File: src/sv/bond_pair_detector_defines.svh
// ---------------------------------------------------------------------------
// bond_pair_detector_defines.svh
// Assertion macros shared by the bond pair detector modules.
// ---------------------------------------------------------------------------
`ifndef BOND_PAIR_DETECTOR_DEFINES_SVH
`define BOND_PAIR_DETECTOR_DEFINES_SVH

// same-cycle implication, sampled on clk, off while rst is high
`define BPD_ASSERT_SAME(label, ante, cons, msg) \
  label: assert property (@(posedge clk) disable iff (rst) (ante) |-> (cons)) \
    else $error(msg);

// next-cycle implication, sampled on clk, off while rst is high
`define BPD_ASSERT_NEXT(label, ante, cons, msg) \
  label: assert property (@(posedge clk) disable iff (rst) (ante) |=> (cons)) \
    else $error(msg);

`endif

File: src/sv/bpd_pkg.sv
// ---------------------------------------------------------------------------
// bpd_pkg
// Shared widths, register indexes and controller/datapath interface types.
// ---------------------------------------------------------------------------
package bpd_pkg;

  localparam int RAD_W   = 12;            // covalent radius, Q4.8
  localparam int TOL_W   = 12;            // bond tolerance, Q4.8
  localparam int IDX_W   = 6;             // output index width
  localparam int REACH_W = 14;            // radius + radius + tolerance
  localparam int SQ_W    = 2 * REACH_W;   // square of a clamped distance
  localparam int SUM_W   = SQ_W + 2;      // sum of three squares

  // register index, taken from paddr[2]
  localparam logic REG_BOND_TOLERANCE = 1'b0;

  typedef struct packed {
    logic accept;   // input beat taken this cycle
    logic issue;    // start one comparison
    logic flush;    // emit the held bond as the last one
  } cmd_t;

  typedef struct packed {
    logic job;         // latched atom needs a scan
    logic last_issue;  // current comparison index is the final one
    logic pipe_empty;  // no comparison in flight
    logic adv;         // pipeline may advance
    logic flush_done;  // held bond gone (or none held)
  } status_t;

endpackage

File: src/sv/bpd_controller.sv
// ---------------------------------------------------------------------------
// bpd_controller
// Sequencer: accepts an atom, walks the comparison pipeline over earlier
// atoms, drains it and releases the final bond; no scan: back to idle.
// ---------------------------------------------------------------------------
`include "bond_pair_detector_defines.svh"

module bpd_controller (
  input  logic             clk,
  input  logic             rst,
  input  logic             in_valid,
  output logic             in_ready,
  input  bpd_pkg::status_t st,
  output bpd_pkg::cmd_t    cmd
);

  typedef enum logic [4:0] {
    IDLE   = 5'b00001,
    START  = 5'b00010,
    SCAN   = 5'b00100,
    DRAIN  = 5'b01000,
    FINISH = 5'b10000
  } state_t;

  state_t state, state_next;

  always_comb begin
    state_next = state;
    cmd        = '0;
    in_ready   = 1'b0;
    unique case (state)
      IDLE: begin
        in_ready   = 1'b1;
        cmd.accept = in_valid;
        if (in_valid) state_next = START;
      end
      START: begin
        state_next = st.job ? SCAN : IDLE;
      end
      SCAN: begin
        cmd.issue = st.adv;
        if (st.adv && st.last_issue) state_next = DRAIN;
      end
      DRAIN: begin
        if (st.pipe_empty) state_next = FINISH;
      end
      FINISH: begin
        cmd.flush = 1'b1;
        if (st.flush_done) state_next = IDLE;
      end
      default: state_next = IDLE;
    endcase
  end

  always_ff @(posedge clk) begin
    if (rst) begin
      state <= IDLE;
    end else begin
      state <= state_next;
    end
  end

  `BPD_ASSERT_NEXT(a_accept_starts, cmd.accept, state == START, "accept did not enter START")
  `BPD_ASSERT_SAME(a_drain_from_scan, state == DRAIN,
                   $past(state) == SCAN || $past(state) == DRAIN, "DRAIN entered out of order")

endmodule

File: config.mk
export PLATFORM = sky130hd
export DESIGN_NAME = bpd_controller
export DESIGN_NICKNAME = d
export VERILOG_FILES = /design/src/sv/bpd_pkg.sv /design/src/sv/bpd_controller.sv
export VERILOG_INCLUDE_DIRS = /design/src /design/src/sv
export SDC_FILE = /design/constraint.sdc
export NUM_CORES = 1
export LEC_CHECK = 0
export BUFFER_PORTS_ARGS = -buffer_cell sky130_fd_sc_hd__buf_2
export CORE_AREA = 2 2 39 41
export DETAILED_ROUTE_END_ITERATION = 10
export DIE_AREA = 0 0 41 43
export GPL_TIMING_DRIVEN = 0
export PLACE_DENSITY_LB_ADDON = 0.05
export SLEW_MARGIN = 20
export SYNTH_ARGS = -nofsm -noshare
export SYNTH_HDL_FRONTEND = slang
export SYNTH_SLANG_ARGS = --single-unit
File: constraint.sdc
create_clock -name clk -period 3 [get_ports clk]
set_clock_uncertainty 0.05 [all_clocks]
set_input_delay 0.6 -clock clk [delete_from_list [all_inputs] [get_ports clk]]
set_output_delay 0.6 -clock clk [all_outputs]
set_load 0.02 [all_outputs]
-- Word-level counts from Yosys, hierarchy flattened
Index checks and enable logic that the tools add are counted.
W data, S select, Z words.
- bits in registers: 5
- latch bits: 0
- memory bits (writable): 0
- ROM bits: 0
- output and inout bits: 4
- logic and storage cells: 22
- memories: 0
- add/subtract/negate cells: 0
- multipliers: 0
- div/mod/pow operators: 0
- magnitude comparators: 0
- equal/unequal tests: 9
- shift operators: 0
- mux-type cells: 10
- bitwise logic cells: 0
- reduce and logical (&&, ||, !) cells: 2
- operator list (operator ; count):
    $pmux W5 S5 ; 1
    $mux W5 ; 4
    $ne A2 B2 Y1 const B ; 4
    $eq A5 B1 Y1 const B ; 1
    $eq A5 B2 Y1 const B ; 1
    $eq A5 B3 Y1 const B ; 1
    $eq A5 B4 Y1 const B ; 1
    $eq A5 B5 Y1 const B ; 1
    $mux W1 ; 4
    $reduce_and A4 Y1 ; 1
    $mux W3 ; 1
    $logic_and A1 B1 Y1 ; 1

-- Longest topological paths before layout
- depth after elaboration: 3
- depth in mapped cells: 5
- mapped depth without buffers: 4

-- Worst setup path before layout
No wires, ideal clock.
- kind: register to output
- start: register state[3]
- end: output port cmd[2] in the netlist's numbering
- arrival: 1.050 ns
- setup slack: 1.300 ns
- stages on the path, launching flop included: 5
- cells stage by stage: dfxtp_1 > buf_6 > nor2_1 > and3_1 > and2_1
- RTL lines (what ; RTL line ; text):
    from (decl) ; bpd_controller.sv:25 ; state_t state, state_next;
    from (signal assigned) ; bpd_controller.sv:59 ; state <= state_next;
    to (decl) ; bpd_controller.sv:14 ; output bpd_pkg::cmd_t cmd

==> results.py <==
metrics = {
    "detailed_routing": {
        "drt_iter0_markers": 5,
        "drt-vias-per-instance": 4.449,
        "num_vias": 307,
        "first_pass_iters": 2,
        "post_drt_wl_per_cell_um": 10.06,
        "wirelength_um": 694,
        "drc_errors": 0,
        "ant_nets": 0,
    },
    "grt": {
        "grt_pass1_vias": 292,
        "grt_overflow": 0,
        "grt_max_degree": 8,
        "grt_pass1_wl_um": 1262,
        "antenna_found_initial": 0,
        "gr-usage-all-layers": 0.1122,
    },
    "timing": {
        "fmax_mhz": 508.7,
        "setup_viol": 0,
        "worstMarginPinSlew_ps": 207.9,
        "final.setup.tns_ps": 0,
        "final_hold_viol_count": 0,
        "fin_crit_ps": 1966,
        "period_share": 0.6553,
        "max-slew-margin-rel": 0.8612,
        "setup_slack_ps": 1034,
        "drv_slew": 0,
        "rsz0062_at_grt": "no",
    },
    "final_layout": {
        "fill_cells": 158,
        "drive_gt1_frac": 0.3396,
        "area_delta_synth_final_pct": 33.89,
        "finalNonFillerCells": 69,
        "largest_register_ff_count": 5,
        "largest_register": "state",
        "final_area_um2": 400.4,
        "regArea_um2": 100.1,
        "num_antenna_cells": 0,
        "fin_util": 0.2893,
        "final_cell_mix": "11 x buf_2, 5 x nor2_1, 5 x dfxtp_1",
        "reg_top3": "state x5",
        "final_common_cell": "buf_2",
        "multi_input_area_um2": 176.4,
        "fin_nets": 62,
    },
    "placed_design": {
        "dp.cells": 65,
        "post-place-ws_ps": 1308,
        "place.gp.congestion": 0.7786,
        "io_buffers": 11,
        "hpwlAfterDp_um": 540.5,
        "placed_area_um2": 374.1,
    },
    "critical_path": {
        "r2r_slack_ps": 1790,
        "endpoint_kind": "primary output",
        "crit_arrival_ps": 1320,
        "start_kind": "register",
        "worstPathMaxFanout": 5,
        "cp_data_required_time_ps": 2350,
        "critPathKind": "reg2out",
    },
    "power_and_ir_drop": {
        "pwr-share-clk": 0.447,
        "powerDensity_nw_per_um2": 474.7,
        "internal_power_uw": 133.8,
        "switching_share": 0.2958,
        "seq_power_share": 0.384,
        "p_switching_uw": 56.21,
        "p_leak_uw": 0.0001899,
        "ir_drop_mv": 0.1663,
        "p_comb_frac": 0.169,
    },
    "clock_tree": {
        "cts_htree_levels": 1,
        "clk_latency_ps": 260,
        "holdBufCountCts": 0,
        "post_cts_resized": 0,
        "cts_setup_buffers": 0,
        "cts_buffers": 3,
        "cts_num_sinks": 5,
        "clk_pin_slew_worst_paths_ps": 50,
        "cts_tree": "yes",
        "root_buffer": "clkbuf_4",
        "clockBufferDepth": 2,
    },
    "logic_synthesis": {
        "syn-instance-count": 38,
        "ys_warn_count": 0,
        "synth.distinct_cells": 21,
        "synth_seq_cells": 5,
        "syn-num-nets": 46,
        "syn_area_per_cell_um2": 7.869,
        "yosysSeqAreaShare": 0.3347,
        "netlist_area_um2": 299.0,
    },
    "die": {
        "row_count": 14,
        "coreArea_um2": 1384,
        "initial_core_util": 0.2161,
        "die_area_um2": 1763,
        "die_x_um": 41,
        "dieHeight_um": 43,
        "io_pins": 12,
    },
    "hold_path": {
        "min_path_type": "reg2reg",
    },
    "status": {
        "outcome": "complete, no violations",
    },
    "job": {
        "drv_cap": 0,
    },
}
==> power by group through the flow <==
stage	logic, µW	clock network [µW]	registers (µW)
5_1_grt	35.3	89.6	73.5
6_report	32.2	84.9	72.9
2_1_floorplan	20.0	0	73.6
4_1_cts	32.3	83.9	73.0
3_3_place_gp	32.3	0	74.2
3_5_place_dp	31.9	0	74.3
==> cells in the mapped netlist <==
| master | count | area (µm²) |
|---|---|---|
| o2bb2ai_1 | 1 | 8.760 |
| nor2_2 | 1 | 6.260 |
| and2_1 | 2 | 12.51 |
| and3_1 | 2 | 12.51 |
| nand3b_1 | 1 | 7.510 |
| o31ai_2 | 1 | 12.51 |
| inv_1 | 3 | 11.26 |
| nand3_1 | 2 | 10.01 |
| xor2_1 | 1 | 8.760 |
| buf_6 | 1 | 11.26 |
| nand4_1 | 1 | 6.260 |
| dfxtp_1 | 5 | 100.1 |
| nor2b_1 | 1 | 6.260 |
| o22a_1 | 1 | 8.760 |
| nor3_2 | 1 | 10.01 |
| o21ai_0 | 1 | 5.000 |
| nand4b_1 | 1 | 8.760 |
| o211ai_1 | 1 | 7.510 |
| a21oi_1 | 3 | 15.01 |
| nor2_1 | 5 | 18.77 |
| nand2_1 | 3 | 11.26 |
==> cell families after synthesis <==
family          after synthesis  share of synthesized area
simple gates                 20                     0.3682
compound gates                8                     0.1925
flops                         5                     0.3347
buf+inv                       4                    0.07531
xor+xnor                      1                    0.02929
==> path summary, 6_finish.rpt <==
path                               start       end  cells after the start
worst max-delay path            state[4]    cmd[1]                      4
worst min-delay path            state[1]  state[2]                      2
worst max register to register  state[3]  state[0]                      5
worst min register to register  state[1]  state[2]                      2
==> layout make-up <==
class / instances / area share
multi-input cells: 29 / 0.4406
flip-flops and latches: 5 / 0.2500
repair buffers: 11 / 0.1375
clock buffers: 4 / 0.06563
well taps: 16 / 0.05000
plain buffers: 1 / 0.02812
inverters: 3 / 0.02812
==> worst max-delay path, stage by stage (launching register included) <==
cell     delay (ps)
dfxtp_1         330
nor2_2          190
and3_1          260
and2_1          130
buf_2           150
==> per-layer routing <==
| layer | vias up | GRT usage | wire length (µm) | share of wire |
|---|---|---|---|---|
| li1 | 163 | - | - | - |
| met1 | 134 | 0.1438 | 294 | 0.42 |
| met2 | 5 | 0.1344 | 333 | 0.48 |
| met3 | 5 | 0.04712 | 29 | 0.042 |
| met4 | 0 | 0.1000 | 36 | 0.052 |
| met5 | - | 0 | 0 | 0 |
==> stage by stage <==
stage / hold slack [ps] / power, µW
after floorplan: 448.4 / 93.56
after global placement: 483.1 / 106.5
after detailed placement: 487.0 / 106.2
after CTS: 491.4 / 189.2
after global routing: 534.6 / 198.4
final: 490.1 / 190.0
Note: power is estimated with default switching activity, not from simulation.
